<file path="src/sv/sorted_linked_list_pool_macros.svh">
// Assertion helpers for the sorted list pool.
`ifndef SORTED_LINKED_LIST_POOL_MACROS_SVH
`define SORTED_LINKED_LIST_POOL_MACROS_SVH

// Check that a condition implies another one in the same cycle.
`define SLP_ASSERT_IMP(lbl, ante, cons, msg) \
  lbl: assert property (@(posedge clk) disable iff (!rst_n) (ante) |-> (cons)) \
    else $error(msg);

// Check that a condition implies another one in the next cycle.
`define SLP_ASSERT_NXT(lbl, ante, cons, msg) \
  lbl: assert property (@(posedge clk) disable iff (!rst_n) (ante) |=> (cons)) \
    else $error(msg);

`endif

</file>
<file path="src/sv/slp_pkg.sv">
package slp_pkg;

  localparam int DEF_POOL_SLOTS = 16;

  localparam logic [1:0] MODE_INSERT = 2'd0;
  localparam logic [1:0] MODE_REMOVE = 2'd1;
  localparam logic [1:0] MODE_FIND   = 2'd2;

  localparam logic [1:0] ST_OK        = 2'd0;
  localparam logic [1:0] ST_FULL      = 2'd1;
  localparam logic [1:0] ST_EMPTY     = 2'd2;
  localparam logic [1:0] ST_NOT_FOUND = 2'd3;

  typedef struct packed {
    logic [1:0]         mode;
    logic signed [31:0] key;
    logic signed [31:0] info;
  } in_word_t;

  typedef struct packed {
    logic [1:0]         status;
    logic [3:0]         slot;
    logic signed [31:0] found_info;
    logic [4:0]         entry_count;
  } out_word_t;

  // memory port controls from the sequencer
  typedef struct packed {
    logic rd_en;
    logic we_row;
    logic we_link;
  } mem_ctl_t;

endpackage

</file>
<file path="src/sv/slp_mem.sv">
module slp_mem #(
  parameter int POOL_SLOTS = slp_pkg::DEF_POOL_SLOTS
) (
  input  logic                                 clk,
  input  slp_pkg::mem_ctl_t                    ctl,
  input  logic [$clog2(POOL_SLOTS)-1:0]        rd_addr,
  input  logic [$clog2(POOL_SLOTS)-1:0]        wr_addr,
  input  logic signed [31:0]                   wr_key,
  input  logic signed [31:0]                   wr_info,
  input  logic [$clog2(POOL_SLOTS+1)-1:0]      wr_link,
  output logic signed [31:0]                   rd_key,
  output logic signed [31:0]                   rd_info,
  output logic [$clog2(POOL_SLOTS+1)-1:0]      rd_link
);

  localparam int LINK_W = $clog2(POOL_SLOTS + 1);

  logic signed [31:0] key_mem  [POOL_SLOTS];
  logic signed [31:0] info_mem [POOL_SLOTS];
  logic [LINK_W-1:0]  link_mem [POOL_SLOTS];

  always_ff @(posedge clk) begin
    if (ctl.rd_en) begin
      rd_key  <= key_mem[rd_addr];
      rd_info <= info_mem[rd_addr];
      rd_link <= link_mem[rd_addr];
    end
  end

  always_ff @(posedge clk) begin
    if (ctl.we_row) begin
      key_mem[wr_addr]  <= wr_key;
      info_mem[wr_addr] <= wr_info;
    end
    if (ctl.we_link) begin
      link_mem[wr_addr] <= wr_link;
    end
  end

endmodule

</file>
<file path="src/sv/slp_ctrl.sv">
module slp_ctrl #(
  parameter int POOL_SLOTS = slp_pkg::DEF_POOL_SLOTS
) (
  input  logic                                 clk,
  input  logic                                 rst_n,
  input  logic                                 in_valid,
  output logic                                 in_ready,
  input  slp_pkg::in_word_t                    in_data,
  output logic                                 res_valid,
  input  logic                                 res_ready,
  output slp_pkg::out_word_t                   res_word,
  output slp_pkg::mem_ctl_t                    mem_ctl,
  output logic [$clog2(POOL_SLOTS)-1:0]        rd_addr,
  output logic [$clog2(POOL_SLOTS)-1:0]        wr_addr,
  output logic signed [31:0]                   wr_key,
  output logic signed [31:0]                   wr_info,
  output logic [$clog2(POOL_SLOTS+1)-1:0]      wr_link,
  input  logic signed [31:0]                   rd_key,
  input  logic signed [31:0]                   rd_info,
  input  logic [$clog2(POOL_SLOTS+1)-1:0]      rd_link
);

  localparam int SLOT_W = $clog2(POOL_SLOTS);
  localparam int LINK_W = $clog2(POOL_SLOTS + 1);
  localparam logic [LINK_W-1:0] END_MARK = LINK_W'(POOL_SLOTS);

  typedef enum logic [5:0] {
    S_IDLE = 6'b000001,
    S_FREE = 6'b000010,
    S_WALK = 6'b000100,
    S_ROW  = 6'b001000,
    S_LINK = 6'b010000,
    S_DONE = 6'b100000
  } state_t;

  state_t             state_r, state_nxt;
  logic [1:0]         mode_r, mode_nxt;
  logic signed [31:0] key_r, key_nxt;
  logic signed [31:0] info_r, info_nxt;
  logic [LINK_W-1:0]  free_head_r, free_head_nxt;
  logic [LINK_W-1:0]  used_head_r, used_head_nxt;
  logic [LINK_W-1:0]  count_r, count_nxt;
  logic [LINK_W-1:0]  fill_r, fill_nxt;
  logic [LINK_W-1:0]  prev_r, prev_nxt;
  logic [LINK_W-1:0]  cur_r, cur_nxt;
  logic [LINK_W-1:0]  free_next_r, free_next_nxt;
  logic [LINK_W-1:0]  succ_r, succ_nxt;
  logic [LINK_W-1:0]  slot_r, slot_nxt;
  logic [1:0]         status_r, status_nxt;
  logic signed [31:0] res_info_r, res_info_nxt;

  logic               is_insert;
  logic               key_lt;
  logic [LINK_W-1:0]  free_link;

  assign is_insert = (mode_r == slp_pkg::MODE_INSERT);
  assign key_lt    = ($signed(rd_key) < $signed(key_r));
  // slots at or above the fill mark were never written: they chain to the next slot
  assign free_link = (free_head_r >= fill_r) ? (free_head_r + LINK_W'(1)) : rd_link;

  assign in_ready  = (state_r == S_IDLE);
  assign res_valid = (state_r == S_DONE);

  assign res_word.status      = status_r;
  assign res_word.slot        = 4'(slot_r);
  assign res_word.found_info  = res_info_r;
  assign res_word.entry_count = 5'(count_r);

  assign wr_addr = (state_r == S_ROW) ?
                   (is_insert ? free_head_r[SLOT_W-1:0] : cur_r[SLOT_W-1:0]) :
                   prev_r[SLOT_W-1:0];
  assign wr_key  = key_r;
  assign wr_info = info_r;
  assign wr_link = (state_r == S_ROW) ? (is_insert ? cur_r : free_head_r) :
                                        (is_insert ? slot_r : succ_r);

  always_comb begin
    state_nxt     = state_r;
    mode_nxt      = mode_r;
    key_nxt       = key_r;
    info_nxt      = info_r;
    free_head_nxt = free_head_r;
    used_head_nxt = used_head_r;
    count_nxt     = count_r;
    fill_nxt      = fill_r;
    prev_nxt      = prev_r;
    cur_nxt       = cur_r;
    free_next_nxt = free_next_r;
    succ_nxt      = succ_r;
    slot_nxt      = slot_r;
    status_nxt    = status_r;
    res_info_nxt  = res_info_r;
    mem_ctl       = '0;
    rd_addr       = used_head_r[SLOT_W-1:0];

    case (state_r)
      S_IDLE: begin
        if (in_valid) begin
          mode_nxt     = in_data.mode;
          key_nxt      = in_data.key;
          info_nxt     = in_data.info;
          slot_nxt     = '0;
          res_info_nxt = '0;
          status_nxt   = slp_pkg::ST_OK;
          prev_nxt     = END_MARK;
          case (in_data.mode)
            slp_pkg::MODE_INSERT: begin
              if (free_head_r == END_MARK) begin
                status_nxt = slp_pkg::ST_FULL;
                state_nxt  = S_DONE;
              end else begin
                mem_ctl.rd_en = 1'b1;
                rd_addr       = free_head_r[SLOT_W-1:0];
                state_nxt     = S_FREE;
              end
            end
            slp_pkg::MODE_REMOVE, slp_pkg::MODE_FIND: begin
              if (used_head_r == END_MARK) begin
                status_nxt = slp_pkg::ST_EMPTY;
                state_nxt  = S_DONE;
              end else begin
                mem_ctl.rd_en = 1'b1;
                cur_nxt       = used_head_r;
                state_nxt     = S_WALK;
              end
            end
            default: state_nxt = S_DONE;
          endcase
        end
      end

      S_FREE: begin
        free_next_nxt = free_link;
        cur_nxt       = used_head_r;
        if (used_head_r == END_MARK) begin
          state_nxt = S_ROW;
        end else begin
          mem_ctl.rd_en = 1'b1;
          state_nxt     = S_WALK;
        end
      end

      S_WALK: begin
        if (key_lt) begin
          // advance one link
          prev_nxt = cur_r;
          cur_nxt  = rd_link;
          if (rd_link == END_MARK) begin
            if (is_insert) begin
              state_nxt = S_ROW;
            end else begin
              status_nxt = slp_pkg::ST_NOT_FOUND;
              state_nxt  = S_DONE;
            end
          end else begin
            mem_ctl.rd_en = 1'b1;
            rd_addr       = rd_link[SLOT_W-1:0];
          end
        end else if (is_insert) begin
          state_nxt = S_ROW;
        end else if (rd_key != key_r) begin
          status_nxt = slp_pkg::ST_NOT_FOUND;
          state_nxt  = S_DONE;
        end else begin
          slot_nxt     = cur_r;
          res_info_nxt = rd_info;
          succ_nxt     = rd_link;
          state_nxt    = (mode_r == slp_pkg::MODE_REMOVE) ? S_ROW : S_DONE;
        end
      end

      S_ROW: begin
        mem_ctl.we_link = 1'b1;
        if (is_insert) begin
          mem_ctl.we_row = 1'b1;
          slot_nxt       = free_head_r;
          free_head_nxt  = free_next_r;
          count_nxt      = count_r + LINK_W'(1);
          if (free_head_r == fill_r) begin
            fill_nxt = fill_r + LINK_W'(1);
          end
          if (prev_r == END_MARK) begin
            used_head_nxt = free_head_r;
          end
        end else begin
          free_head_nxt = cur_r;
          count_nxt     = count_r - LINK_W'(1);
          if (prev_r == END_MARK) begin
            used_head_nxt = succ_r;
          end
        end
        state_nxt = (prev_r == END_MARK) ? S_DONE : S_LINK;
      end

      S_LINK: begin
        mem_ctl.we_link = 1'b1;
        state_nxt       = S_DONE;
      end

      S_DONE: begin
        if (res_ready) begin
          state_nxt = S_IDLE;
        end
      end

      default: state_nxt = S_IDLE;
    endcase
  end

  always_ff @(posedge clk) begin
    if (!rst_n) begin
      state_r     <= S_IDLE;
      free_head_r <= '0;
      used_head_r <= END_MARK;
      count_r     <= '0;
      fill_r      <= '0;
    end else begin
      state_r     <= state_nxt;
      free_head_r <= free_head_nxt;
      used_head_r <= used_head_nxt;
      count_r     <= count_nxt;
      fill_r      <= fill_nxt;
    end
  end

  always_ff @(posedge clk) begin
    mode_r      <= mode_nxt;
    key_r       <= key_nxt;
    info_r      <= info_nxt;
    prev_r      <= prev_nxt;
    cur_r       <= cur_nxt;
    free_next_r <= free_next_nxt;
    succ_r      <= succ_nxt;
    slot_r      <= slot_nxt;
    status_r    <= status_nxt;
    res_info_r  <= res_info_nxt;
  end

endmodule

</file>
<file path="src/sv/sorted_linked_list_pool.sv">
// Mode 3, full and empty words go straight to the result; find, remove and insert walk the
//   sorted list one link per cycle through the read port, insert after a pop of the free
//   list, and remove and insert then write back links, an insert also its record row.
// One word is handled at a time: a new word is taken only while the sequencer is idle.
// Reset: rst_n synchronous, active low; the list is empty, every slot is free and no
//   memory clearing pass is needed, so a word is taken in the first cycle after reset.
`include "sorted_linked_list_pool_macros.svh"

module sorted_linked_list_pool #(
  parameter int POOL_SLOTS = slp_pkg::DEF_POOL_SLOTS
) (
  input  logic               clk,
  input  logic               rst_n,
  input  logic               in_valid,
  output logic               in_ready,
  input  slp_pkg::in_word_t  in_data,
  output logic               out_valid,
  input  logic               out_ready,
  output slp_pkg::out_word_t out_data
);

  localparam int SLOT_W = $clog2(POOL_SLOTS);
  localparam int LINK_W = $clog2(POOL_SLOTS + 1);

  // Slot memory: key, info and link rows. One read port with registered data,
  // one write port with separate enables for the record row and the link field.
  slp_pkg::mem_ctl_t  mem_ctl;
  logic [SLOT_W-1:0]  rd_addr;
  logic [SLOT_W-1:0]  wr_addr;
  logic signed [31:0] wr_key;
  logic signed [31:0] wr_info;
  logic [LINK_W-1:0]  wr_link;
  logic signed [31:0] rd_key;
  logic signed [31:0] rd_info;
  logic [LINK_W-1:0]  rd_link;

  // Finished word from the sequencer, waiting for the output register.
  logic               res_valid;
  logic               res_ready;
  slp_pkg::out_word_t res_word;

  logic               out_valid_r;
  slp_pkg::out_word_t out_word_r;

  // The sequencer does the whole request: pop of the free list for an insert, the
  // walk down the sorted list one link per cycle, then any write-back. All writes
  // of a word land before the next word can issue its first read, so no two
  // accesses to the same slot overlap and no forwarding path is needed.
  slp_ctrl #(
    .POOL_SLOTS(POOL_SLOTS)
  ) u_ctrl (
    .clk       (clk),
    .rst_n     (rst_n),
    .in_valid  (in_valid),
    .in_ready  (in_ready),
    .in_data   (in_data),
    .res_valid (res_valid),
    .res_ready (res_ready),
    .res_word  (res_word),
    .mem_ctl   (mem_ctl),
    .rd_addr   (rd_addr),
    .wr_addr   (wr_addr),
    .wr_key    (wr_key),
    .wr_info   (wr_info),
    .wr_link   (wr_link),
    .rd_key    (rd_key),
    .rd_info   (rd_info),
    .rd_link   (rd_link)
  );

  slp_mem #(
    .POOL_SLOTS(POOL_SLOTS)
  ) u_mem (
    .clk     (clk),
    .ctl     (mem_ctl),
    .rd_addr (rd_addr),
    .wr_addr (wr_addr),
    .wr_key  (wr_key),
    .wr_info (wr_info),
    .wr_link (wr_link),
    .rd_key  (rd_key),
    .rd_info (rd_info),
    .rd_link (rd_link)
  );

  // Output register: hold the finished word here so the sequencer is free to take
  // the next request while the consumer stalls.
  assign res_ready = !out_valid_r || out_ready;

  always_ff @(posedge clk) begin
    if (!rst_n) begin
      out_valid_r <= 1'b0;
    end else if (res_valid && res_ready) begin
      out_valid_r <= 1'b1;
    end else if (out_ready) begin
      out_valid_r <= 1'b0;
    end
  end

  always_ff @(posedge clk) begin
    if (res_valid && res_ready) begin
      out_word_r <= res_word;
    end
  end

  assign out_valid = out_valid_r;
  assign out_data  = out_word_r;

  // A full pool reports every slot in use; an empty list reports no records.
  `SLP_ASSERT_IMP(a_full_count,
    out_valid && out_data.status == slp_pkg::ST_FULL,
    out_data.entry_count == 5'(POOL_SLOTS),
    "full status with a count below the pool size")
  `SLP_ASSERT_IMP(a_empty_count,
    out_valid && out_data.status == slp_pkg::ST_EMPTY,
    out_data.entry_count == 5'd0,
    "empty status with records still counted")
  // Failed requests carry no slot and no info.
  `SLP_ASSERT_IMP(a_fail_clean,
    out_valid && out_data.status != slp_pkg::ST_OK,
    out_data.slot == 4'd0 && out_data.found_info == 32'sd0,
    "failed request with slot or info set")
  // A word handed to the output register shows up there in the next cycle.
  `SLP_ASSERT_NXT(a_res_load,
    res_valid && res_ready,
    out_valid,
    "finished word lost on its way to the output")

endmodule
</file>
<file path="config.mk">
export PLATFORM = sky130hd
export DESIGN_NAME = sorted_linked_list_pool
export DESIGN_NICKNAME = d
export VERILOG_FILES = /design/src/sv/slp_pkg.sv /design/src/sv/slp_mem.sv /design/src/sv/slp_ctrl.sv /design/src/sv/sorted_linked_list_pool.sv
export VERILOG_INCLUDE_DIRS = /design/src /design/src/sv
export SDC_FILE = /design/constraint.sdc
export NUM_CORES = 2
export LEC_CHECK = 0
export ABC_AREA = 1
export BUFFER_PORTS_ARGS = -buffer_cell sky130_fd_sc_hd__buf_2
export CAP_MARGIN = 20
export CORE_ASPECT_RATIO = 2
export CORE_MARGIN = 5
export CORE_UTILIZATION = 30
export DETAILED_ROUTE_END_ITERATION = 16
export GPL_TIMING_DRIVEN = 0
export SYNTH_ARGS = -nofsm -noshare
export SYNTH_HDL_FRONTEND = slang
export SYNTH_HIERARCHICAL = 1
export SYNTH_SLANG_ARGS = --single-unit
</file>
<file path="constraint.sdc">
create_clock -name clk -period 9.4 [get_ports clk]
set_input_delay 0.47 -clock clk [delete_from_list [all_inputs] [get_ports clk]]
set_output_delay 0.47 -clock clk [all_outputs]
set_load 0.005 [all_outputs]
</file>
==> impl_metrics.json <==
{
  "initialDrtViolationCount": 3175,
  "finalCritPeriodShare_pct": 66.7,
  "rows": 228,
  "core_area_sq_mm": 0.193,
  "vias": 39183,
  "ir_drop_mv": 0.141,
  "ys_types": 45,
  "crit_fanout": 17,
  "multi_input_area_sq_mm": 0.0123,
  "yosysSeqAreaShare_pct": 70.2,
  "worstPathCellList": "inv_1 > ha_1 > a21oi_1 > o21a_1 > nand2_1 > a21oi_1 > nand3_1 > nand2_2 > inv_2 > nand2_1 > nand3_1 > o311ai_0 > buf_2 > clkinv_1 > clkbuf_1 > buf_2 > nand3_1 > nand2_1",
  "post_drt_wl_per_cell_um": 21.2,
  "antenna_found_initial": 2,
  "holdWs_ps": 58.8,
  "h-tree-depth": 3,
  "cp_top_family": "buffers and inverters",
  "yosys_warnings": 6,
  "worstPathArrival_ps": 6740,
  "drc": 0,
  "crit_required_ps": 9870,
  "ant_nets": 0,
  "ys_async_sr_fraction_pct": 0,
  "vias_per_cell": 4.69,
  "fillCellCount": 18894,
  "clk_pin_slew_worst_paths_ps": 70,
  "dp_hpwl_um": 126000,
  "slew_violations": 0,
  "finalWorstSetupSlack_ps": 3130,
  "fin_skew_ps": 41.5,
  "power_density_mw_per_mm2": 198,
  "min_path_type": "in2reg",
  "cp_slowest_cell": "edfxtp_1",
  "fin_area_sq_mm": 0.0678,
  "netlist_area_sq_mm": 0.0581,
  "cp_num_buf_inv": 6,
  "ys.flop_type": "edfxtp_1",
  "post_cts_buffers": 0,
  "cts_tree": "built",
  "cts_resized": 0,
  "numPortBuffers": 114,
  "gp_congestion": 0.882,
  "rsz0062_at_grt": "no",
  "cp-end-kind": "flop",
  "cts_buffers": 112,
  "grt_pass1_vias": 38800,
  "slew_headroom_pct": 19.7,
  "seqCellArea_sq_mm": 0.0408,
  "nets": 5839,
  "hold_violations": 0,
  "synth_nets": 5457,
  "setup_viol": 0,
  "clkLatencyLatePin_ps": 760,
  "dr.pass1.iters": 6,
  "min_period_ps": 6270,
  "syn_avg_cell_area_sq_um": 10.9,
  "max_cap_violations": 0,
  "critPathKind": "reg2reg",
  "place_ws_ps": 3240,
  "status": "finished, final reports clean",
  "grt_max_degree": 49,
  "die-area_sq_mm": 0.203,
  "fin_util_pct": 35.2,
  "cpPeakStageDelay_ps": 740,
  "p_leak_nw": 27.8,
  "grt_use_total_pct": 16.9,
  "fp.dieW_um": 321,
  "root_buffer": "clkbuf_16",
  "tightestPinTransition_ps": 1190,
  "ios": 115,
  "ys_ff_latch": 1368,
  "fmax_ghz": 0.159,
  "syn_inst": 5341,
  "die_h_um": 632,
  "grt_first_pass_wirelength_um": 255000,
  "placedInstanceArea_sq_mm": 0.0633,
  "initial_utilization_pct": 30.1,
  "clock-sinks": 1368,
  "cp-start-kind": "flop",
  "grt-ovfl-total": 0,
  "layout-drive-gt1-share_pct": 10.5,
  "clockBufferDepth": 3,
  "synth-edff-count": 1341,
  "area_growth_pct": 16.7,
  "wl_um": 177000
}
## power breakdown
group / leakage [nW] / internal (mW) / switching, mW / total (mW)
clock network: 1.82 / 2.59 / 2.30 / 4.89
logic: 13.6 / 0.381 / 1.05 / 1.43
registers: 12.4 / 6.93 / 0.173 / 7.11
total: 27.8 / 9.90 / 3.52 / 13.4
## worst register-to-register path: stages, from the launching register on
cell and delay [ps]:
edfxtp_1 740, inv_1 110, ha_1 400, a21oi_1 200
o21a_1 240, nand2_1 90, a21oi_1 520, nand3_1 560
nand2_2 370, inv_2 60, nand2_1 110, nand3_1 80
o311ai_0 90, buf_2 590, clkinv_1 660, clkbuf_1 500
buf_2 360, nand3_1 250, nand2_1 90
## sequential cells by signal (all words and copies together), names as in the netlist, 6 cells and up
signal and flops:
u_mem/info_mem 512, u_mem/key_mem 512, u_mem/link_mem 80, out_data 43
u_ctrl/res_info_r 32, u_ctrl/wr_info 32, u_ctrl/wr_key 32, u_mem/rd_info 32
u_mem/rd_key 32, u_ctrl/state_r 6
## logic make-up after synthesis
| group | after synthesis | synth area share (%) |
|---|---|---|
| AND/OR/NAND/NOR | 2578 | 18.8 |
| flip-flops | 1368 | 70.2 |
| buffers and inverters | 1231 | 8.79 |
| AO/OA/AOI/OAI | 115 | 1.14 |
| adder cells (fa/ha/maj) | 46 | 1.00 |
| XOR/XNOR | 3 | 0.0452 |
## repair_timing
action,in CTS,in global routing
endpoints found under the setup margin,0,0
hold endpoints to repair,67,0
hold buffers,67,0
## metrics by stage
step | TNS [ps] | std cells | power (mW)
finish | 0 | 8353 | 13.4
global route | 0 | 8353 | 13.9
CTS | 0 | 8349 | 13.5
detailed placement | 0 | 8070 | 8.65
global placement | -1106920 | 7985 | 8.61
floorplan | 0 | 5341 | 7.91
## metal layers
layer | vias up | track usage [%] | wire [um] | share of wire (%)
met1 | 18942 | 16.9 | 58800 | 33
met2 | 1551 | 32.0 | 93800 | 53
met3 | 515 | 2.27 | 9890 | 5.6
li1 | 18175 | - | - | -
met5 | - | 0 | 0 | 0
met4 | 0 | 11.6 | 14400 | 8.1
## synthesized netlist by cell type, types with 2 or more instances
master | instances | area share, %
nand2_1 | 1579 | 10
edfxtp_1 | 1341 | 69
inv_1 | 969 | 6.3
nand3_1 | 858 | 7.4
buf_2 | 123 | 1.1
nor2_1 | 96 | 0.62
clkbuf_1 | 68 | 0.44
ha_1 | 45 | 0.97
o21ai_0 | 42 | 0.36
buf_6 | 37 | 0.72
a21oi_1 | 36 | 0.31
dfxtp_1 | 27 | 0.93
nor3_1 | 15 | 0.13
buf_4 | 12 | 0.16
buf_1 | 10 | 0.065
a31oi_1 | 8 | 0.086
inv_2 | 7 | 0.045
nand4_1 | 7 | 0.075
nand2_2 | 6 | 0.065
a22oi_1 | 5 | 0.065
o221ai_1 | 5 | 0.075
nor2_2 | 4 | 0.043
o211ai_1 | 4 | 0.052
clkinv_1 | 3 | 0.019
nor2_4 | 3 | 0.058
o21a_1 | 3 | 0.039
xor2_1 | 3 | 0.045
a21o_1 | 2 | 0.026
a21oi_2 | 2 | 0.030
nor4_1 | 2 | 0.022
o21ai_1 | 2 | 0.017
o22ai_1 | 2 | 0.022
o311ai_0 | 2 | 0.030
or2_2 | 2 | 0.022
## cell usage in the layout, fill, tap and decap left out, types with 14 or more instances in the layout
cell	synthesis	routed
buf_4	12	19
buf_2	123	238
dfxtp_1	27	27
buf_12	0	31
clkbuf_1	68	78
clkinvlp_4	0	14
dlygate4sd3_1	0	67
clkbuf_16	0	112
clkinv_1	3	19
nor2_1	96	83
ha_1	45	45
edfxtp_1	1341	1341
clkinv_2	0	21
nand2_1	1579	1578
inv_1	969	969
o21ai_0	42	39
nand3_1	858	858
nor2_4	3	16
a21oi_1	36	35
buf_6	37	74
## path summary, 6_finish.rpt
kind	startpoint	to	slack [ps]	cells after the start
setup / recovery	u_ctrl/wr_key[31]	u_mem/rd_key[27]	3130	18
hold / removal	rst_n	out_valid	60	3
setup reg to reg	u_ctrl/wr_key[31]	u_mem/rd_key[27]	3130	18
hold reg to reg	u_ctrl/res_info_r[1]	out_data[6]	400	0
## final cells by class
cell class              count  share of cell area, %
flip-flops and latches   1368                   60.2
multi-input cells        2742                   18.2
inverters                 980                   5.43
well taps                2530                   4.67
clock buffers             125                   4.21
repair buffers            268                   3.80
plain buffers             251                   2.11
clock inverters            87                   1.40
diodes                      2                0.00738
(Power assumes the default switching activity.)
